<file path="config.mk">
export PLATFORM = sky130hd
export DESIGN_NAME = hrm_queue
export DESIGN_NICKNAME = d
export VERILOG_FILES = /design/src/rtl/hrm_pkg.sv /design/src/rtl/hrm_queue.sv
export SDC_FILE = /design/constraint.sdc
export NUM_CORES = 1
export LEC_CHECK = 0
export ABC_AREA = 1
export BUFFER_PORTS_ARGS = -buffer_cell sky130_fd_sc_hd__buf_2
export CAP_MARGIN = 20
export CELL_PAD_IN_SITES_DETAIL_PLACEMENT = 0
export CELL_PAD_IN_SITES_GLOBAL_PLACEMENT = 1
export CORE_UTILIZATION = 39
export DETAILED_ROUTE_END_ITERATION = 10
export PLACE_DENSITY = 0.66
export SLEW_MARGIN = 15
export SYNTH_ARGS = -nofsm -noshare
export SYNTH_HDL_FRONTEND = slang
export SYNTH_SLANG_ARGS = --single-unit
</file>
<file path="constraint.sdc">
create_clock -name clk -period 3.1 [get_ports clk]
set_input_delay 0.31 -clock clk [delete_from_list [all_inputs] [get_ports clk]]
set_output_delay 0.31 -clock clk [all_outputs]
set_load 0.005 [all_outputs]
</file>
<file path="src/rtl/hrm_pkg.sv">
package hrm_pkg;

    // Defaults for the map and step counter sizes
    localparam int MAP_ROWS_DEF  = 256;
    localparam int MAP_COLS_DEF  = 256;
    localparam int STEP_BITS_DEF = 12;

    // Angles in 1/128 degree
    localparam int FULL_TURN    = 46080;
    localparam int HALF_TURN    = 23040;
    localparam int QUARTER_TURN = 11520;

    // CORDIC start value and unit, Q16
    localparam int CORDIC_GAIN = 39797;
    localparam int ONE_Q16     = 65536;

    localparam int QUEUE_DEPTH = 4;

    // Item kinds
    localparam logic ACT_LOAD  = 1'b0;
    localparam logic ACT_TRACE = 1'b1;

    // Configuration register indexes
    localparam logic [2:0] REG_EYE_X      = 3'd0;
    localparam logic [2:0] REG_EYE_Y      = 3'd1;
    localparam logic [2:0] REG_EYE_HEIGHT = 3'd2;
    localparam logic [2:0] REG_MAX_STEPS  = 3'd3;
    localparam logic [2:0] REG_AZ_START   = 3'd4;
    localparam logic [2:0] REG_AZ_STEP    = 3'd5;
    localparam logic [2:0] REG_EL_START   = 3'd6;
    localparam logic [2:0] REG_EL_STEP    = 3'd7;

    localparam logic [11:0] MAX_STEPS_RESET = 12'd1024;

    typedef struct packed {
        logic        [15:0] eye_x;
        logic        [15:0] eye_y;
        logic signed [23:0] eye_height;
        logic        [11:0] max_steps;
        logic signed [16:0] az_start;
        logic signed [16:0] az_step;
        logic signed [14:0] el_start;
        logic signed [14:0] el_step;
    } cfg_t;

    // One classified item on its way to the marcher
    typedef struct packed {
        logic               action;
        logic        [7:0]  cell_row;
        logic        [7:0]  cell_col;
        logic signed [15:0] cell_height;
        logic signed [30:0] az;
        logic signed [28:0] el;
        logic               column_start;
    } entry_t;

    typedef enum logic [3:0] {
        B_IDLE,
        B_WRAP,
        B_FOLD,
        B_ROT,
        B_SETUP,
        B_MUL,
        B_TIP,
        B_CHK,
        B_RD,
        B_MIX,
        B_ZED,
        B_CMP,
        B_DONE
    } back_state_t;

    // atan(2^-k) in 1/32768 degree
    function automatic logic signed [23:0] atan_val(input logic [3:0] k);
        logic signed [23:0] v;
        case (k)
            4'd0:    v = 24'sd1474560;
            4'd1:    v = 24'sd870484;
            4'd2:    v = 24'sd459940;
            4'd3:    v = 24'sd233473;
            4'd4:    v = 24'sd117189;
            4'd5:    v = 24'sd58653;
            4'd6:    v = 24'sd29333;
            4'd7:    v = 24'sd14667;
            4'd8:    v = 24'sd7334;
            4'd9:    v = 24'sd3667;
            4'd10:   v = 24'sd1833;
            4'd11:   v = 24'sd917;
            4'd12:   v = 24'sd458;
            4'd13:   v = 24'sd229;
            4'd14:   v = 24'sd115;
            default: v = 24'sd57;
        endcase
        return v;
    endfunction

endpackage

</file>
<file path="src/rtl/hrm_queue.sv">
module hrm_queue #(
    parameter int DEPTH = hrm_pkg::QUEUE_DEPTH
) (
    input  logic            clk,
    input  logic            rst_n,
    input  logic            push,
    input  hrm_pkg::entry_t wdata,
    output logic            full,
    input  logic            pop,
    output hrm_pkg::entry_t rdata,
    output logic            empty
);
    import hrm_pkg::*;

    localparam int PB = (DEPTH > 1) ? $clog2(DEPTH) : 1;

    entry_t          slot_reg [DEPTH];
    logic [PB-1:0]   wr_ptr_reg;
    logic [PB-1:0]   rd_ptr_reg;
    logic [PB:0]     count_reg;
    logic [PB:0]     count_next;

    assign full  = (count_reg == (PB+1)'(DEPTH));
    assign empty = (count_reg == '0);
    assign rdata = slot_reg[rd_ptr_reg];

    always_comb
    begin
        count_next = count_reg;
        if (push && !pop)
        begin
            count_next = count_reg + 1'b1;
        end
        else if (pop && !push)
        begin
            count_next = count_reg - 1'b1;
        end
    end

    always_ff @(posedge clk or negedge rst_n)
    begin
        if (!rst_n)
        begin
            wr_ptr_reg <= '0;
            rd_ptr_reg <= '0;
            count_reg  <= '0;
        end
        else
        begin
            count_reg <= count_next;
            if (push)
            begin
                wr_ptr_reg <= (wr_ptr_reg == PB'(DEPTH - 1)) ? '0 : wr_ptr_reg + 1'b1;
            end
            if (pop)
            begin
                rd_ptr_reg <= (rd_ptr_reg == PB'(DEPTH - 1)) ? '0 : rd_ptr_reg + 1'b1;
            end
        end
    end

    always_ff @(posedge clk)
    begin
        if (push)
        begin
            slot_reg[wr_ptr_reg] <= wdata;
        end
    end

endmodule

</file>
Word level (Yosys, flattened, before mapping)
Memory sizes are Yosys's and may differ from the RTL's. Cells that the tools add are included. W data, S select, Z words.

Reductions and logical operators: 6. Equality and inequality tests: 3. Multiplexer cells: 6. $add $sub $neg: 4.

Operator list (number): $mux W3 (2); $add A2 B1 Y2 const B (2); $eq A2 B2 Y1 const B (2); $mux W2 (2); $add A3 B1 Y3 const B (1); $eq A3 B3 Y1 const B (1); $logic_not A3 Y1 (1); $sub A3 B1 Y3 const B (1); $logic_and A1 B1 Y1 (2); $logic_not A1 Y1 (2); $mux W1 (2); $reduce_bool A2 Y1 (1).

Flip-flop bits (word level): 7. Output and inout port bits: 96. Memories: 1. Logic and storage cells: 23. Bits in writable memories: 376.

Memory list: slot_reg (depth 4, bits a word 94, read ports 1, clocked after memory_dff 0, wr ports 1, line hrm_queue.sv:17) `entry_t slot_reg [DEPTH];`.

Depth between registers and ports, before layout
Word-level depth: 4. Depth in mapped cells: 9. Mapped depth without buffers: 9.

Worst setup path before layout
OpenSTA, ideal clock, no wires.

Path type: register to register. Start point: reg wr_ptr_reg[0]. End point: mem slot_reg[2][0] in the netlist's numbering (enable). Path buffers: 0. Arrival time: 2482 ps. Period minus slack after synthesis: 2929 ps. Data required time: 2652 ps. Stages on the path, launching flop included: 5. Slack: 171 ps. Path through: dfrtp_1 > inv_1 > ha_1 > nand2_1 > inv_1.

RTL lines: start, declared (line hrm_queue.sv:18) `logic [PB-1:0] wr_ptr_reg;`; start signal, assigned (line hrm_queue.sv:53) `wr_ptr_reg <= (wr_ptr_reg == PB'(DEPTH - 1)) ? '0 : wr_ptr_reg + 1'b1;`; end, declared (line hrm_queue.sv:17).

Straight into the memory's write port.

==> results.sh <==
export IMPL_outcome="finished clean"
export IMPL_timing_fmax_ghz=0.372
export IMPL_synth_top_area_cell="edfxtp_1"
export IMPL_grtUsageMet2=0.264
export IMPL_rrSetupSlack_ns=1.22
export IMPL_nFillCells=3514
export IMPL_cts_tree="yes"
export IMPL_drive_gt1_frac=0.262
export IMPL_die_x_um=202
export IMPL_core_um2=39600
export IMPL_setup_ws_ns=0.412
export IMPL_grt_ovfl_total=0
export IMPL_drc=0
export IMPL_finalSetupTns_ns=0
export IMPL_ios=194
export IMPL_setup_viol_count_final=0
export IMPL_fin_crit_ns=2.69
export IMPL_numCtsBuffers=42
export IMPL_cts_sinks=383
export IMPL_cellPowerDensity_nw_per_um2=857
export IMPL_rsz0062_at_grt="false"
export IMPL_insertion_delay_ns=0.56
export IMPL_drt_iter0_drc=422
export IMPL_vias=9135
export IMPL_grtUsageTotal=0.158
export IMPL_synthDistinctLibCells=22
export IMPL_grt_max_degree=103
export IMPL_fin_crit_sh=0.867
export IMPL_critPathKind="flop to output port"
export IMPL_hold_class="input pin to flop"
export IMPL_ir_drop_v=0.000386
export IMPL_area_growth_pct=23.4
export IMPL_ys_ff_latch=383
export IMPL_pre_cts_ws_ns=1.02
export IMPL_reg2reg_to="slot_reg[0][33]"
export IMPL_nNetsFinal=1544
export IMPL_netlist_instances=1149
export IMPL_p_leak_uw=0.00759
export IMPL_cts_max_path_buffers=3
export IMPL_clock_skew_ns=0.0188
export IMPL_first_pass_iters=4
export IMPL_crit_fanout=102
export IMPL_wire_per_inst_um=16.0
export IMPL_hold_depth=2
export IMPL_final_cells=1994
export IMPL_grt_first_pass_wirelength_um=49700
export IMPL_met3_usage=0.0463
export IMPL_critPathBufInv=3
export IMPL_crit_path_start_kind="flop"
export IMPL_timing_hold_ws_ns=0.0770
export IMPL_crit_family="buffers and inverters"
export IMPL_critPathSlowestCell="dfrtp_1"
export IMPL_r2r_start="wr_ptr_reg[0]"
export IMPL_dpl_hpwl_um=18200
export IMPL_crit_path_end_kind="output port"
export IMPL_min_to="wr_ptr_reg[0]"
export IMPL_finalHoldViolations=0
export IMPL_vias_per_cell=4.58
export IMPL_yosysTopAreaCellShare=0.722
export IMPL_die_height_um=202
export IMPL_arrival_ns=2.38
export IMPL_syn_nets=1254
export IMPL_cap_violations=0
export IMPL_clk_pin_slew_worst_paths_ns=0.05
export IMPL_largest_reg_flops=376
export IMPL_slew_headroom=0.401
export IMPL_tightest_slew_ns=0.898
export IMPL_busiest_layer="met2"
export IMPL_avgSynthCellArea_um2=13.6
export IMPL_cts_root_buf="clkbuf_16"
export IMPL_start_util=0.395
export IMPL_cp_required_ns=2.79
export IMPL_ant_nets=0
export IMPL_total_power_uw=16500
export IMPL_h_tree_depth=2
export IMPL_antenna_found_initial=2
export IMPL_num_rows=73
export IMPL_globalplace_congestion=0.698
export IMPL_grt_pass1_vias=9112
export IMPL_hold_start="push"
export IMPL_yosys_warnings=0
export IMPL_wirelength_um=31800
export IMPL_post_cts_buffers=0
export IMPL_ff2ff_path_depth=5
export IMPL_dp_cells=1824
export IMPL_synthTopCellsByArea="edfxtp_1 (72%), nand2_1 (7.1%), o211ai_1 (6.6%), o211ai_2 (4.0%), inv_1 (2.4%)"
export IMPL_syn_cell_area_um2=15600
export IMPL_crit_chain="clkinv_8, buf_12, o211ai_1, nand2_1, buf_2"
export IMPL_port_buffers=193
export IMPL_use_met1=0.200
export IMPL_report_final_slew_viol_count=0
export IMPL_die_area_um2=40900
export IMPL_ys_seq_area_frac=0.733
export IMPL_critPathMaxStageDelay_ns=0.48
-- report_power, final --
group          switching [uW]  total (uW)  internal [uW]
registers                 237        6880           6640
logic                    3170        4980           1810
clock network            1900        4690           2780
-- Yosys cell counts --
cell type / count
inv_4: 2
fa_1: 1
inv_1: 99
buf_6: 26
dfrtp_1: 7
nor2_1: 2
o21ai_1: 4
inv_2: 60
nand4_1: 1
nand2_1: 297
edfxtp_1: 376
nand3_1: 1
ha_1: 6
o211ai_2: 50
clkbuf_1: 8
nor3_1: 2
xnor2_1: 1
buf_4: 12
buf_2: 16
clkinv_1: 39
o211ai_1: 138
clkinv_2: 1
-- cell families (layout without fill, tap and decap cells) --
group / after synthesis / count (layout) / synth area share
AO/OA/AOI/OAI: 192 / 192 / 0.107
XOR/XNOR: 1 / 1 / 0.000560
adder cells (fa/ha/maj): 7 / 7 / 0.00608
buffers and inverters: 263 / 581 / 0.0801
flip-flops: 383 / 383 / 0.733
other: 0 / 2 / 0
AND/OR/NAND/NOR: 303 / 303 / 0.0731
-- worst reg2reg max path: stages, from the launching register on --
cell,delay [ns]
dfrtp_1,0.41
inv_1,0.11
ha_1,0.15
nand2_1,0.08
inv_4,0.46
buf_12,0.34
-- routing by layer --
metal  share of wire  vias to the layer above
met3           0.055                       35
li1                -                     4600
met5               0                        -
met1            0.44                     4321
met4           0.015                        0
met2            0.49                      179
-- cells in the final DEF (no fill, tap or decap) --
| cell | instances |
|---|---|
| edfxtp_1 | 376 |
| nand2_1 | 297 |
| buf_2 | 193 |
| o211ai_1 | 138 |
| dlygate4sd3_1 | 96 |
| inv_1 | 95 |
| inv_2 | 60 |
| o211ai_2 | 50 |
| clkinv_1 | 46 |
| clkbuf_16 | 43 |
| clkbuf_1 | 11 |
| buf_4 | 10 |
| buf_12 | 9 |
| ha_1 | 6 |
| dfrtp_1 | 6 |
| inv_4 | 5 |
| clkinv_2 | 5 |
| o21ai_1 | 4 |
| bufinv_16 | 3 |
| diode_2 | 2 |
| nor3_1 | 2 |
| nor2_1 | 2 |
| inv_6 | 2 |
| clkinvlp_4 | 2 |
| clkinv_8 | 1 |
| xnor2_1 | 1 |
| nand3_1 | 1 |
| nand4_1 | 1 |
| fa_1 | 1 |
| dfrtp_4 | 1 |
-- cell type report --
| cell class | instances | area, um^2 | area share |
|---|---|---|---|
| clock buffer | 54 | 1120 | 0.0579 |
| timing repair buffer | 308 | 2180 | 0.113 |
| antenna | 2 | 5.00 | 0.000259 |
| inverter | 201 | 781 | 0.0404 |
| sequential | 383 | 11500 | 0.594 |
| tap | 525 | 657 | 0.0340 |
| clock inverter | 18 | 169 | 0.00875 |
| multi-input combinational | 503 | 2930 | 0.152 |
-- worst max path at each step --
stage | depth (start not counted) | slack, ns | from | end
after floorplan | 4 | 0.17 | wr_ptr_reg[0] | slot_reg[2][0]
after global placement | 5 | 1.04 | rd_ptr_reg[0] | rdata[26]
after global routing | 5 | 0.26 | rd_ptr_reg[0] | rdata[46]
after detailed placement | 5 | 1.02 | rd_ptr_reg[0] | rdata[46]
after CTS | 5 | 0.42 | rd_ptr_reg[0] | rdata[46]
final | 5 | 0.41 | rd_ptr_reg[0] | rdata[46]
-- through the flow --
stage                     utilization  cell area [um^2]
after global placement          0.430             17100
after floorplan                     -             15600
after detailed placement        0.430             17100
final                           0.487             19300
after global routing            0.487             19300
after CTS                       0.487             19300
-- timing repair --
action	4_1_cts	5_1_grt
hold buffers	96	0
resized for setup	0	0
setup endpoints to repair	0	0
hold endpoints to repair	384	0
No activity file was read; power rests on OpenSTA's default activity.
