File: src/rtl/hrm_pkg.sv
package hrm_pkg;

    // Defaults for the map and step counter sizes
    localparam int MAP_ROWS_DEF  = 256;
    localparam int MAP_COLS_DEF  = 256;
    localparam int STEP_BITS_DEF = 12;

    // Angles in 1/128 degree
    localparam int FULL_TURN    = 46080;
    localparam int HALF_TURN    = 23040;
    localparam int QUARTER_TURN = 11520;

    // CORDIC start value and unit, Q16
    localparam int CORDIC_GAIN = 39797;
    localparam int ONE_Q16     = 65536;

    localparam int QUEUE_DEPTH = 4;

    // Item kinds
    localparam logic ACT_LOAD  = 1'b0;
    localparam logic ACT_TRACE = 1'b1;

    // Configuration register indexes
    localparam logic [2:0] REG_EYE_X      = 3'd0;
    localparam logic [2:0] REG_EYE_Y      = 3'd1;
    localparam logic [2:0] REG_EYE_HEIGHT = 3'd2;
    localparam logic [2:0] REG_MAX_STEPS  = 3'd3;
    localparam logic [2:0] REG_AZ_START   = 3'd4;
    localparam logic [2:0] REG_AZ_STEP    = 3'd5;
    localparam logic [2:0] REG_EL_START   = 3'd6;
    localparam logic [2:0] REG_EL_STEP    = 3'd7;

    localparam logic [11:0] MAX_STEPS_RESET = 12'd1024;

    typedef struct packed {
        logic        [15:0] eye_x;
        logic        [15:0] eye_y;
        logic signed [23:0] eye_height;
        logic        [11:0] max_steps;
        logic signed [16:0] az_start;
        logic signed [16:0] az_step;
        logic signed [14:0] el_start;
        logic signed [14:0] el_step;
    } cfg_t;

    // One classified item on its way to the marcher
    typedef struct packed {
        logic               action;
        logic        [7:0]  cell_row;
        logic        [7:0]  cell_col;
        logic signed [15:0] cell_height;
        logic signed [30:0] az;
        logic signed [28:0] el;
        logic               column_start;
    } entry_t;

    typedef enum logic [3:0] {
        B_IDLE,
        B_WRAP,
        B_FOLD,
        B_ROT,
        B_SETUP,
        B_MUL,
        B_TIP,
        B_CHK,
        B_RD,
        B_MIX,
        B_ZED,
        B_CMP,
        B_DONE
    } back_state_t;

    // atan(2^-k) in 1/32768 degree
    function automatic logic signed [23:0] atan_val(input logic [3:0] k);
        logic signed [23:0] v;
        case (k)
            4'd0:    v = 24'sd1474560;
            4'd1:    v = 24'sd870484;
            4'd2:    v = 24'sd459940;
            4'd3:    v = 24'sd233473;
            4'd4:    v = 24'sd117189;
            4'd5:    v = 24'sd58653;
            4'd6:    v = 24'sd29333;
            4'd7:    v = 24'sd14667;
            4'd8:    v = 24'sd7334;
            4'd9:    v = 24'sd3667;
            4'd10:   v = 24'sd1833;
            4'd11:   v = 24'sd917;
            4'd12:   v = 24'sd458;
            4'd13:   v = 24'sd229;
            4'd14:   v = 24'sd115;
            default: v = 24'sd57;
        endcase
        return v;
    endfunction

endpackage

File: src/rtl/hrm_front.sv
module hrm_front (
    input  logic               clk,
    input  logic               rst_n,
    input  hrm_pkg::cfg_t      cfg,
    input  logic               in_valid,
    output logic               in_ready,
    input  logic               action,
    input  logic [7:0]         cell_row,
    input  logic [7:0]         cell_col,
    input  logic signed [15:0] cell_height,
    input  logic [11:0]        pixel_col,
    input  logic [11:0]        pixel_row,
    input  logic               column_start,
    input  logic               q_full,
    output logic               q_push,
    output hrm_pkg::entry_t    q_wdata
);
    import hrm_pkg::*;

    logic               stg_valid_reg;
    logic               stg_valid_next;
    logic               stg_action_reg;
    logic [7:0]         stg_row_reg;
    logic [7:0]         stg_col_reg;
    logic signed [15:0] stg_height_reg;
    logic [11:0]        stg_pcol_reg;
    logic [11:0]        stg_prow_reg;
    logic               stg_cs_reg;
    logic               accept;

    assign in_ready = !stg_valid_reg || !q_full;
    assign accept   = in_valid && in_ready;
    assign q_push   = stg_valid_reg && !q_full;

    always_comb
    begin
        stg_valid_next = stg_valid_reg;
        if (q_push)
        begin
            stg_valid_next = 1'b0;
        end
        if (accept)
        begin
            stg_valid_next = 1'b1;
        end
    end

    always_ff @(posedge clk or negedge rst_n)
    begin
        if (!rst_n)
        begin
            stg_valid_reg <= 1'b0;
        end
        else
        begin
            stg_valid_reg <= stg_valid_next;
        end
    end

    always_ff @(posedge clk)
    begin
        if (accept)
        begin
            stg_action_reg <= action;
            stg_row_reg    <= cell_row;
            stg_col_reg    <= cell_col;
            stg_height_reg <= cell_height;
            stg_pcol_reg   <= pixel_col;
            stg_prow_reg   <= pixel_row;
            stg_cs_reg     <= column_start;
        end
    end

    // Form the ray angles: start plus index times step
    always_comb
    begin
        q_wdata.action       = stg_action_reg;
        q_wdata.cell_row     = stg_row_reg;
        q_wdata.cell_col     = stg_col_reg;
        q_wdata.cell_height  = stg_height_reg;
        q_wdata.az           = 31'(cfg.az_start)
                             + $signed({1'b0, stg_pcol_reg}) * cfg.az_step;
        q_wdata.el           = 29'(cfg.el_start)
                             + $signed({1'b0, stg_prow_reg}) * cfg.el_step;
        q_wdata.column_start = stg_cs_reg;
    end

endmodule

File: config.mk
export PLATFORM = sky130hd
export DESIGN_NAME = hrm_front
export DESIGN_NICKNAME = d
export VERILOG_FILES = /design/src/rtl/hrm_pkg.sv /design/src/rtl/hrm_front.sv
export SDC_FILE = /design/constraint.sdc
export NUM_CORES = 1
export LEC_CHECK = 0
export BUFFER_PORTS_ARGS = -buffer_cell sky130_fd_sc_hd__buf_2
export CELL_PAD_IN_SITES_DETAIL_PLACEMENT = 0
export CELL_PAD_IN_SITES_GLOBAL_PLACEMENT = 1
export CORE_MARGIN = 5
export CORE_UTILIZATION = 45
export DETAILED_ROUTE_END_ITERATION = 6
export PLACE_DENSITY = 0.88
export SLEW_MARGIN = 20
export SYNTH_ARGS = -nofsm -noshare
export SYNTH_HDL_FRONTEND = slang
export SYNTH_SLANG_ARGS = --single-unit
File: constraint.sdc
create_clock -name clk -period 15 [get_ports clk]
set_input_delay 0 -clock clk [delete_from_list [all_inputs] [get_ports clk]]
set_output_delay 0 -clock clk [all_outputs]
set_load 0.02 [all_outputs]
---- Yosys cells after proc, flatten, opt, wreduce, memory -nomap -nowiden ----
Index checks and enable logic that the tools add are counted.
Widths: inputs -> output; s select.
word-level totals
  output and inout port bits .............. 96
  bits in latches ......................... 0
  memories kept ........................... 0
  input bits .............................. 194
  memory bits (read-only) ................. 0
  register bits ........................... 59
  RAM bits ................................ 0
operators by class
  multipliers ............................. 2
  div/mod/pow operators ................... 0
  add/subtract/negate cells ............... 2
  reduce and logical (&&, ||, !) cells .... 6
  order comparisons ....................... 0
  equality and inequality tests ........... 0
  mux-type cells .......................... 2
  bitwise operators ....................... 0
  shifts and indexed selects .............. 0
operators by type and width
  cell               count
  $add 17x30->31     1
  $mul 13x17->30     1
  $add 15x28->29     1
  $mul 13x15->28     1
  $logic_and 1x1->1  2
  $logic_not 1->1    2
  $mux 1             2
  $reduce_bool 2->1  1
  $logic_or 1x1->1   1

---- Longest topological paths before layout ----
Gate-level depths: netlist of run 1.
  depth after elaboration ................. 4
  mapped depth ............................ 23
  gate-level depth less buffers ........... 22

---- Worst setup path before layout of run 1 ----
No wires, ideal clock.
  kind .................................... register -> output
  start point ............................. register stg_pcol_reg[5]
  end point ............................... output q_wdata[60] (netlist bit)
  slack ................................... 8,871 ps
  data arrival time ....................... 6,129 ps
  cell stages (with the launch flop) ...... 22
  cell sequence ........................... edfxtp_1 -> clkbuf_1 -> clkbuf_1 -> nand2_1 -> fa_1 -> fa_1 -> inv_1 -> fa_1 -> fa_1 -> fa_1 -> inv_1 -> fa_1 -> inv_1 -> ha_1 -> clkbuf_1 -> nand2_1 -> nor2_1 -> and3_1 -> o311ai_0 -> and2_1 -> o311a_1 -> a311oi_1
RTL lines
  item                    RTL line         text
  start, declared         hrm_front.sv:26  logic [11:0] stg_pcol_reg;
  start signal, assigned  hrm_front.sv:68  stg_pcol_reg <= pixel_col;
  end, declared           hrm_front.sv:16  output hrm_pkg::entry_t q_wdata

==> results.ini, run 1 <==
[sta]
rsz0062_at_grt=false
final_hold_viol_count=0
fmax_mhz=138
setup_tns_ps=0
worstMarginPinSlew_ps=911
finalCritPeriodShare_pct=48.4
maxSlewViolCount=0
fin_crit_ps=7260
slew-limit-headroom_pct=39.3
setup_viol_count_final=0
finClkSkew_ps=8.41

[synth]
synth_most_common_cell=inv_1
synth_edf_count=58
yosysTopAreaCell=fa_1
synth-seq-cells=59
synthFlopType=edfxtp_1
syn_inst=1965
synth_commonest_cells=inv_1, fa_1, nand2_1, and2_1, ha_1
synth_area_leaders=fa_1, inv_1, ha_1, edfxtp_1, and2_1
syn-cell-area_um2=18300
synth.distinct_cells=53
avgSynthCellArea_um2=9.32
synth_seq_area_share_pct=9.65
ys_warn_count=0
synth_top_area_share_pct=45.1
syn_nets=2721
synthArstFlopShare_pct=1.69

[clock_network]
clock-sinks=59
cts_setup_buffers=0
clockBufferDepth=2
htreeDepth=3
cts-root-buf=clkbuf_16
clk_latency_ps=370
tritoncts=built
cts_buffers=9
clk_pin_slew_ps=50

[floorplanning]
start_util_pct=45.8
dieArea_um2=44800
die-height_um=212
io_pins=290
fp.dieW_um=212
core_um2=40000
num_rows=73

[route]
drc_errors=3
wl_per_cell_um=16.0
firstDrtPassIters=7
wl_mm=43.4
drtIter0Drc=795
via_per_inst=5.12
vias=13900
drtAntennaViolNets=0

[grt]
grt_use_total_pct=19.9
grt_max_degree=59
grt-ovfl-total=0
grt_pass1_wl_mm=71.9
antenna_found_initial=3
grt_pass1_vias=14700

[flow_run]
maxCapViolations=0

[run_status]
outcome=finished with violations
violations=DRC

[critical_path]
arrival_ps=7260
critPathLaunchType=flop
cp.required_ps=15000
rr_worst_depth=2
slowest_stage=edfxtp_1
critPathTopFamily=adder cells
max_stage_delay_ps=880
worst-path-buf-inv=4
r2r_end=stg_height_reg[5]$_DFFE_PP_
r2r_slack_ps=13340
cp_max_fo=17
crit_path_frequent_cell=fa_1
path_cells=nand2_1 > fa_1 > fa_1 > inv_1 > fa_1 > fa_1 > fa_1 > inv_1 > fa_1 > inv_1 > ha_1 > a21oi_1 > nand2_1 > a31o_2 > a221oi_1 > a21oi_1 > o31a_1 > a211oi_1 > buf_2
critical_path_class=reg -> out
end_kind=output pin
r2r_start=stg_valid_reg$_DFFE_PN0P_

[final_layout]
fin_nets=2944
largest_reg_flops=16
area_growth_pct=13.1
drive_gt1_share_pct=11.2

[min_path]
min-delay-start=q_full
min_to=q_push
min_path_type=in -> out
min_delay_path_depth=3

[placement]
port_buffers=221
gp_congestion=0.895
dp_hpwl_mm=36.4

-- worst min-delay path: cells and delay by family --
kind	cells	cell delay, ps
AND/OR/NAND/NOR	1	60
buffers and inverters	2	260
-- placed cells by master, fill, tap and decap left out, types with 6 or more instances in the layout --
cell type	n
a211oi_1	11
a21o_1	19
a21oi_1	57
a31oi_1	9
and2_1	186
buf_2	221
clkbuf_16	9
dlygate4sd3_1	62
edfxtp_1	58
fa_1	412
ha_1	150
inv_1	514
nand2_1	245
nand3_1	14
nand4_1	7
nor2_1	36
nor2b_1	6
nor3_1	7
o211ai_1	8
o21a_1	7
o21ai_0	33
o31ai_1	6
xnor2_1	43
xor2_1	15
-- worst max path at each step --
stage                                    from           to  slack, ps  cells past startpoint
floorplan           stg_pcol_reg[5]$_DFFE_PP_  q_wdata[60]       8870                     21
global placement    stg_pcol_reg[4]$_DFFE_PP_  q_wdata[56]       8290                     19
detailed placement  stg_pcol_reg[4]$_DFFE_PP_  q_wdata[56]       8260                     19
CTS                 stg_pcol_reg[4]$_DFFE_PP_  q_wdata[56]       7830                     19
global route        stg_pcol_reg[4]$_DFFE_PP_  q_wdata[56]       7430                     19
finish              stg_pcol_reg[4]$_DFFE_PP_  q_wdata[56]       7740                     19
-- cell type report --
type | instances | area, um^2
timing repair buffer | 284 | 1730
inverter | 514 | 1930
fill | 3728 | 19300
sequential | 59 | 1770
clock buffer | 9 | 225
clock inverter | 7 | 57.6
multi-input combinational | 1320 | 14300
antenna | 1 | 2.50
tap | 525 | 657
-- layer usage --
metal | wire length [um] | track usage, %
met5 | 13 | 0
met4 | 858 | 5.24
met3 | 3030 | 3.88
met2 | 21500 | 33.1
met1 | 18000 | 27.0
-- stage by stage --
step                hold slack (ps)  worst slack, ps  utilization (%)  area (um^2)  instances
floorplan                      -296             8870                -        18300       1965
global placement               -224             8290             49.5        19800       2640
detailed placement             -225             8260             49.5        19800       2640
CTS                             267             7830             51.8        20700       2718
global route                    313             7430             51.8        20700       2718
finish                          310             7740             51.8        20700       2719
-- logic make-up (layout without fill, tap and decap cells) --
group | after synthesis | in the layout | synth area share [%]
compound gates | 179 | 179 | 6.27
xor+xnor | 58 | 58 | 2.77
fa+ha+maj | 562 | 562 | 55.3
buf+inv | 586 | 814 | 12.1
flops | 59 | 59 | 9.65
mux | 1 | 1 | 0.0615
other cells | 0 | 1 | 0
simple gates | 520 | 520 | 13.9
-- timing repair --
action,in CTS,in global routing
hold buffers,62,0
gates resized for setup,0,0
endpoints found under the hold margin,60,0
Power of run 1 is left out: the tool's default activity adds up to more than one toggle a clock period on the data nets, which glitch-free logic cannot reach.
==> run 2, diff against run 1 <==
ABC_AREA = 1   (was unset)
CORE_UTILIZATION = 40   (was 45)
PLACE_DENSITY = 0.86   (was 0.88)
clock period = 6.43 ns   (was 15 ns; I/O delays follow)
==> run 2 against run 1 <==
- final area grew 9.5%
- worst hold slack lost 160 ps
- highest routed layer is now met4
- non-clock buffer count up 19
- the flow now finishes without violations
- core utilization down 5.5 points
- setup slack worse by 7400 ps
- synthesized cell count up 32%
- die area is 21% higher
==> results.ini, run 2 <==
[synth]
synth_edf_count=58  ; unchanged
synth-seq-cells=59  ; unchanged
synth_most_common_cell=inv_1  ; unchanged
ys_warn_count=0  ; unchanged
avgSynthCellArea_um2=7.68  ; was 9.32 um^2
syn-cell-area_um2=19900  ; was 18300 um^2
synthFlopType=edfxtp_1  ; unchanged
syn_inst=2585  ; was 1965
synth_xor_area_share_pct=1.54  ; was 2.77%
synth-compound-area-share_pct=1.57  ; was 6.27%
syn_nets=3341  ; was 2721
synth_fa_ha_area_share_pct=51.0  ; was 55.3%
synthArstFlopShare_pct=1.69  ; unchanged
synth_area_leaders=fa_1, inv_1, nand2_1, ha_1, edfxtp_1  ; was fa_1, inv_1, ha_1, edfxtp_1, and2_1
synth_commonest_cells=inv_1, nand2_1, fa_1, ha_1, clkbuf_1  ; was inv_1, fa_1, nand2_1, and2_1, ha_1
yosysTopAreaCell=fa_1  ; unchanged
synth_top_area_share_pct=41.5  ; was 45.1%
synth_top_family_by_area=adder cells  ; unchanged
synth_seq_area_share_pct=8.89  ; was 9.65%
synth.distinct_cells=28  ; was 53
synth.area.mux_share_pct=0  ; was 0.0615%
synth-simple-area-share_pct=19.7  ; was 13.9%

[floorplanning]
io_pins=290  ; unchanged
fp.dieW_um=233  ; was 212 um
die-height_um=233  ; was 212 um
core_um2=49100  ; was 40000 um^2
dieArea_um2=54200  ; was 44800 um^2
num_rows=81  ; was 73
start_util_pct=40.5  ; was 45.8%

[route]
drtIter0Drc=771  ; was 795
firstDrtPassIters=5  ; was 7
vias=15900  ; was 13900
wl_mm=49.4  ; was 43.4 mm
via_per_inst=4.54  ; was 5.12
wl_per_cell_um=14.1  ; was 16.0 um
drc_errors=0  ; was 3
drtAntennaViolNets=0  ; unchanged

[critical_path]
worst-path-buf-inv=5  ; was 4
rr_worst_depth=2  ; unchanged
slowest_stage=edfxtp_1  ; unchanged
crit_start=stg_prow_reg[5]$_DFFE_PP_  ; was stg_pcol_reg[4]$_DFFE_PP_
critical_path_class=reg -> out  ; unchanged
cp_max_fo=15  ; was 17
critPathLaunchType=flop  ; unchanged
end_kind=output pin  ; unchanged
crit_path_frequent_cell=fa_1  ; unchanged
r2r_start=stg_valid_reg$_DFFE_PN0P_  ; unchanged
cp-endpoint=q_wdata[24]  ; was q_wdata[56]
critPathTopFamily=adder cells  ; unchanged
r2r_slack_ps=4630  ; was 13340 ps
crit_cells=20  ; was 19
arrival_ps=6120  ; was 7260 ps
max_stage_delay_ps=750  ; was 880 ps
path_cells=nand2_1 > fa_1 > inv_1 > fa_1 > fa_1 > fa_1 > fa_1 > inv_1 > fa_1 > inv_1 > ha_1 > nand2_1 > inv_1 > nand2_1 > nor3_1 > nand3_1 > nand3_1 > nand2_1 > nand2_1 > buf_2  ; was nand2_1 > fa_1 > fa_1 > inv_1 > fa_1 > fa_1 > fa_1 > inv_1 > fa_1 > inv_1 > ha_1 > a21oi_1 > nand2_1 > a31o_2 > a221oi_1 > a21oi_1 > o31a_1 > a211oi_1 > buf_2
r2r_end=stg_prow_reg[1]$_DFFE_PP_  ; was stg_height_reg[5]$_DFFE_PP_
cp.required_ps=6430  ; was 15000 ps

[final_layout]
fill_cells=4888  ; was 3728
drive_gt1_share_pct=10.8  ; was 11.2%
layout_common_cells=inv_1, nand2_1, fa_1, buf_2, ha_1  ; was inv_1, fa_1, nand2_1, buf_2, and2_1
largest_reg_flops=16  ; unchanged
fin_nets=3585  ; was 2944
layout_commonest_cell=inv_1  ; unchanged
area_growth_pct=14.2  ; was 13.1%

[clock_network]
clk_pin_slew_ps=60  ; was 50 ps
clk_latency_ps=330  ; was 370 ps
cts-root-buf=clkbuf_16  ; unchanged
cts_resized=0  ; unchanged
htreeDepth=3  ; unchanged
tritoncts=built  ; unchanged
clock-sinks=59  ; unchanged
clockBufferDepth=2  ; unchanged
cts_buffers=9  ; unchanged

[run_status]
outcome=finished clean  ; was finished with violations

[flow_run]
maxCapViolations=0  ; unchanged

[placement]
port_buffers=221  ; unchanged
gp_congestion=0.910  ; was 0.895
dp_slack_ps=529  ; was 8260 ps
dp_hpwl_mm=43.2  ; was 36.4 mm

[min_path]
min_path_type=in -> reg  ; was in -> out

[sta]
worstMarginPinSlew_ps=830  ; was 911 ps
final_hold_viol_count=0  ; unchanged
slew-limit-headroom_pct=44.6  ; was 39.3%
setup_ws_ps=313  ; was 7740 ps
setup_tns_ps=0  ; unchanged
finClkSkew_ps=7.33  ; was 8.41 ps
fmax_mhz=163
fin_crit_ps=6120
rsz0062_at_grt=false  ; unchanged
finalCritPeriodShare_pct=95.1
setup_viol_count_final=0  ; unchanged
maxSlewViolCount=0  ; unchanged

[grt]
grt_pass1_wl_mm=83.9  ; was 71.9 mm
antenna_found_initial=2  ; was 3
grt_use_total_pct=18.8  ; was 19.9%
grt_max_degree=49  ; was 59
grt-ovfl-total=0  ; unchanged
grt_pass1_vias=17100  ; was 14700

==> run 2: changes by cell type after synthesis, moves of 21 or more <==
cell	previous run	this run
a21oi_1	57	36
nor2_1	36	61
o21ai_0	33	6
nand2_1	245	755
and2_1	187	5
inv_1	514	839
xnor2_1	43	4
nand3_1	14	61
==> run 2: area by class of cell <==
type                    count  area [um^2]  share of cell area, %
clock buffers               9          225                  0.993
repair buffers            303         1910                   8.44
clock inverters             7          100                  0.441
flip-flops and latches     59         1770                   7.79
diodes                      3         7.51                 0.0331
multi-input cells        1612        14700                   64.7
inverters                 844         3170                   14.0
well taps                 664          831                   3.66
==> run 2: worst min-delay path by stage <==
stage	startpoint	endpoint	slack (ps)	cells after the start
after floorplan	rst_n	stg_valid_reg$_DFFE_PN0P_	-300	0
after global placement	rst_n	stg_valid_reg$_DFFE_PN0P_	-220	1
after detailed placement	rst_n	stg_valid_reg$_DFFE_PN0P_	-220	1
after CTS	q_full	stg_prow_reg[0]$_DFFE_PP_	140	2
after global routing	q_full	stg_prow_reg[0]$_DFFE_PP_	160	2
final	q_full	stg_prow_reg[0]$_DFFE_PP_	150	2
==> run 2: what timing repair did <==
action | CTS | global route
endpoints found under the setup margin | 0 | 9
endpoints found under the hold margin | 60 | 0
hold buffers | 62 | 0
setup buffers | 0 | 12
==> run 2: metrics by stage <==
stage                     util [%]  area [um^2]  hold slack (ps)  std cells
after floorplan                  -        19900             -296       2585
after CTS                     46.0        22500              141       3486
after global routing          46.2        22700              156       3500
final                         46.2        22700              154       3501
after detailed placement      44.0        21600             -221       3408
after global placement        44.0        21600             -225       3408
==> run 2: worst reg2reg max path, cell delays in order (launching register included) <==
cell and delay (ps):
dfrtp_1 420, a21oi_4 400, buf_4 600
==> run 2: logic make-up (layout without fill, tap and decap cells) <==
group                      count (synthesis)  count (layout)
xor gates and xnor gates                  35              35
and+or+nand+nor                          960             960
DFF                                       59              59
other                                      0               3
adders and majority gates                562             562
buffers and inverters                    914            1163
AOI/OAI and AO/OA                         55              55
==> run 2: metal layers <==
layer	routed length [um]	vias up	GRT usage (%)
met5	0	-	0
met4	597	0	2.97
met3	2460	41	2.03
met2	24300	389	33.4
met1	22000	7724	25.3
li1	-	7756	-
Power of run 2 is left out for the same reason.
==> run 3, diff against run 2 <==
ABC_AREA = 0   (was 1)
CORE_UTILIZATION = 42   (was 40)
PLACE_DENSITY = 0.87   (was 0.86)
==> run 3 against run 2 <==
- the run now ends with setup timing left
- fmax down 4.9%
- routed wire length down 5.6%
- via count down 9.4%
- critical path depth down 2
- cell count down 17%
- setup slack worse by 320 ps
- register-to-register slack better by 160 ps
- final area down 0.70%
- global-route usage up 0.98 points
- flip-flop and latch count unchanged
- critical endpoint is now q_wdata[29]
==> results.ini, run 3 (synthesis results as in run 1) <==
[run_status]
outcome=finished with violations  ; was finished clean
violations=setup timing

[route]
wl_mm=46.6  ; was 49.4 mm
wl_per_cell_um=16.1  ; was 14.1 um
firstDrtPassIters=5  ; unchanged
vias=14400  ; was 15900
drc_errors=0  ; unchanged
drtIter0Drc=775  ; was 771
via_per_inst=4.98  ; was 4.54
drtAntennaViolNets=0  ; unchanged

[critical_path]
end_kind=output pin  ; unchanged
slowest_stage=fa_2  ; was edfxtp_1
worst-path-buf-inv=3  ; was 5
path_cells=and2_4 > fa_1 > inv_1 > fa_1 > inv_2 > fa_2 > fa_2 > fa_1 > fa_1 > ha_4 > nand2_2 > or3_4 > or3_4 > o221ai_4 > a31oi_4 > or4_1 > o211ai_1 > buf_4  ; was nand2_1 > fa_1 > inv_1 > fa_1 > fa_1 > fa_1 > fa_1 > inv_1 > fa_1 > inv_1 > ha_1 > nand2_1 > inv_1 > nand2_1 > nor3_1 > nand3_1 > nand3_1 > nand2_1 > nand2_1 > buf_2
critPathLaunchType=flop  ; unchanged
arrival_ps=6430  ; was 6120 ps
max_stage_delay_ps=570  ; was 750 ps
crit_path_frequent_cell=fa_1  ; unchanged
critPathTopFamily=adder cells  ; unchanged
cp_max_fo=5  ; was 15
cp.required_ps=6430  ; about the same
critical_path_class=reg -> out  ; unchanged

[final_layout]
fin_area_um2=22500  ; was 22700 um^2
layout_commonest_cell=inv_1  ; unchanged
fin_nets=3061  ; was 3585
layout_common_cells=inv_1, fa_1, nand2_1, buf_2, and2_1  ; was inv_1, nand2_1, fa_1, buf_2, ha_1
drive_gt1_share_pct=21.3  ; was 10.8%
largest_reg_flops=16  ; unchanged
postLayoutCoreUtil_pct=52.3  ; was 46.2%
area_growth_pct=23.0  ; was 14.2%

[sta]
maxSlewViolCount=0  ; unchanged
hold-worst-slack_ps=273  ; was 154 ps
finClkSkew_ps=10.3  ; was 7.33 ps
setup_viol_count_final=1  ; was 0
worstMarginPinSlew_ps=881  ; was 830 ps
final_hold_viol_count=0  ; unchanged
finalCritPeriodShare_pct=100  ; was 95.1%
rsz0062_at_grt=true  ; was false
fmax_mhz=155  ; was 163 MHz
slew-limit-headroom_pct=41.3  ; was 44.6%
setup_ws_ps=-4.22  ; was 313 ps
fin_crit_ps=6430  ; was 6120 ps

[clock_network]
clk_latency_ps=380  ; was 330 ps
cts_buffers=9  ; unchanged
clockBufferDepth=2  ; unchanged
clock-sinks=59  ; unchanged
tritoncts=built  ; unchanged
cts-root-buf=clkbuf_16  ; unchanged
clk_pin_slew_ps=60  ; about the same
htreeDepth=3  ; unchanged

[floorplanning]
fp.dieW_um=219  ; was 233 um
io_pins=290  ; unchanged
die-height_um=219  ; was 233 um
core_um2=43100  ; was 49100 um^2
start_util_pct=42.5  ; was 40.5%
dieArea_um2=47900  ; was 54200 um^2
num_rows=76  ; was 81

[grt]
grt_max_degree=59  ; was 49
grt_use_total_pct=19.7  ; was 18.8%
grt_pass1_wl_mm=75.7  ; was 83.9 mm
grt-ovfl-total=0  ; unchanged
grt_pass1_vias=15200  ; was 17100
antenna_found_initial=6  ; was 2

[min_path]
min_path_type=in -> out  ; was in -> reg

[placement]
gp_congestion=0.895  ; was 0.910
dp_hpwl_mm=37.5  ; was 43.2 mm
port_buffers=221  ; unchanged
dp_slack_ps=4.81  ; was 529 ps
place_area_um2=20300  ; was 21600 um^2

[flow_run]
maxCapViolations=0  ; unchanged

-- run 3: changes by cell type in the layout (fill, tap and decap cells not counted), sizes merged, moves of 18 or more --
cell	delta
xnor2	+39
and2	+182
nand4	-18
nand3	-50
inv	-330
nor2	-39
nand2	-525
o21ai	+28
buf	+98
a21oi	+18
-- run 3: layer usage --
| metal | GRT usage [%] | share of wire [%] |
|---|---|---|
| met3 | 3.45 | 6.3 |
| met1 | 27.0 | 41 |
| met4 | 5.46 | 2.1 |
| met5 | 0 | 0.043 |
| met2 | 32.7 | 50 |
-- run 3: path summary, 6_finish.rpt --
path                                           start                           to  slack (ps)  cells past startpoint
hold reg to reg            stg_valid_reg$_DFFE_PN0P_    stg_valid_reg$_DFFE_PN0P_        1070                      3
setup / recovery           stg_prow_reg[9]$_DFFE_PP_                  q_wdata[29]          -4                     18
hold / removal                                q_full                       q_push         270                      3
min in group asynchronous                      rst_n    stg_valid_reg$_DFFE_PN0P_         460                      3
max in group asynchronous                      rst_n    stg_valid_reg$_DFFE_PN0P_        5870                      3
setup reg to reg           stg_valid_reg$_DFFE_PN0P_  stg_height_reg[1]$_DFFE_PP_        4790                      2
-- run 3: tightest hold or removal path: cells and delay by family --
family | cells | cell delay (ps)
buf+inv | 2 | 240
simple gates | 1 | 40
-- run 3: metrics by stage --
stage,cells,TNS (ps)
2_1_floorplan,1965,0
3_3_place_gp,2752,0
3_5_place_dp,2752,0
4_1_cts,2875,-110
5_1_grt,2896,-923
6_report,2897,-4.22
-- run 3: final cells by class --
type                            count  area [um^2]
Sequential cell                    59         1770
Inverter                          514         1940
Clock inverter                      7         61.3
Multi-Input combinational cell   1320        15000
Tap cell                          585          732
Antenna cell                        2         5.00
Fill cell                        3936        20500
Clock buffer                        9          225
Timing Repair Buffer              401         2770
-- run 3: timing repair --
| item | in CTS | in global routing |
|---|---|---|
| cloned | 0 | 1 |
| gates resized for setup | 40 | 164 |
| hold buffers | 62 | 0 |
| endpoints found under the hold margin | 60 | 0 |
| endpoints found under the setup margin | 20 | 27 |
| pin swaps | 22 | 76 |
| buffers inserted | 45 | 19 |
Power of run 3 is left out for the same reason.
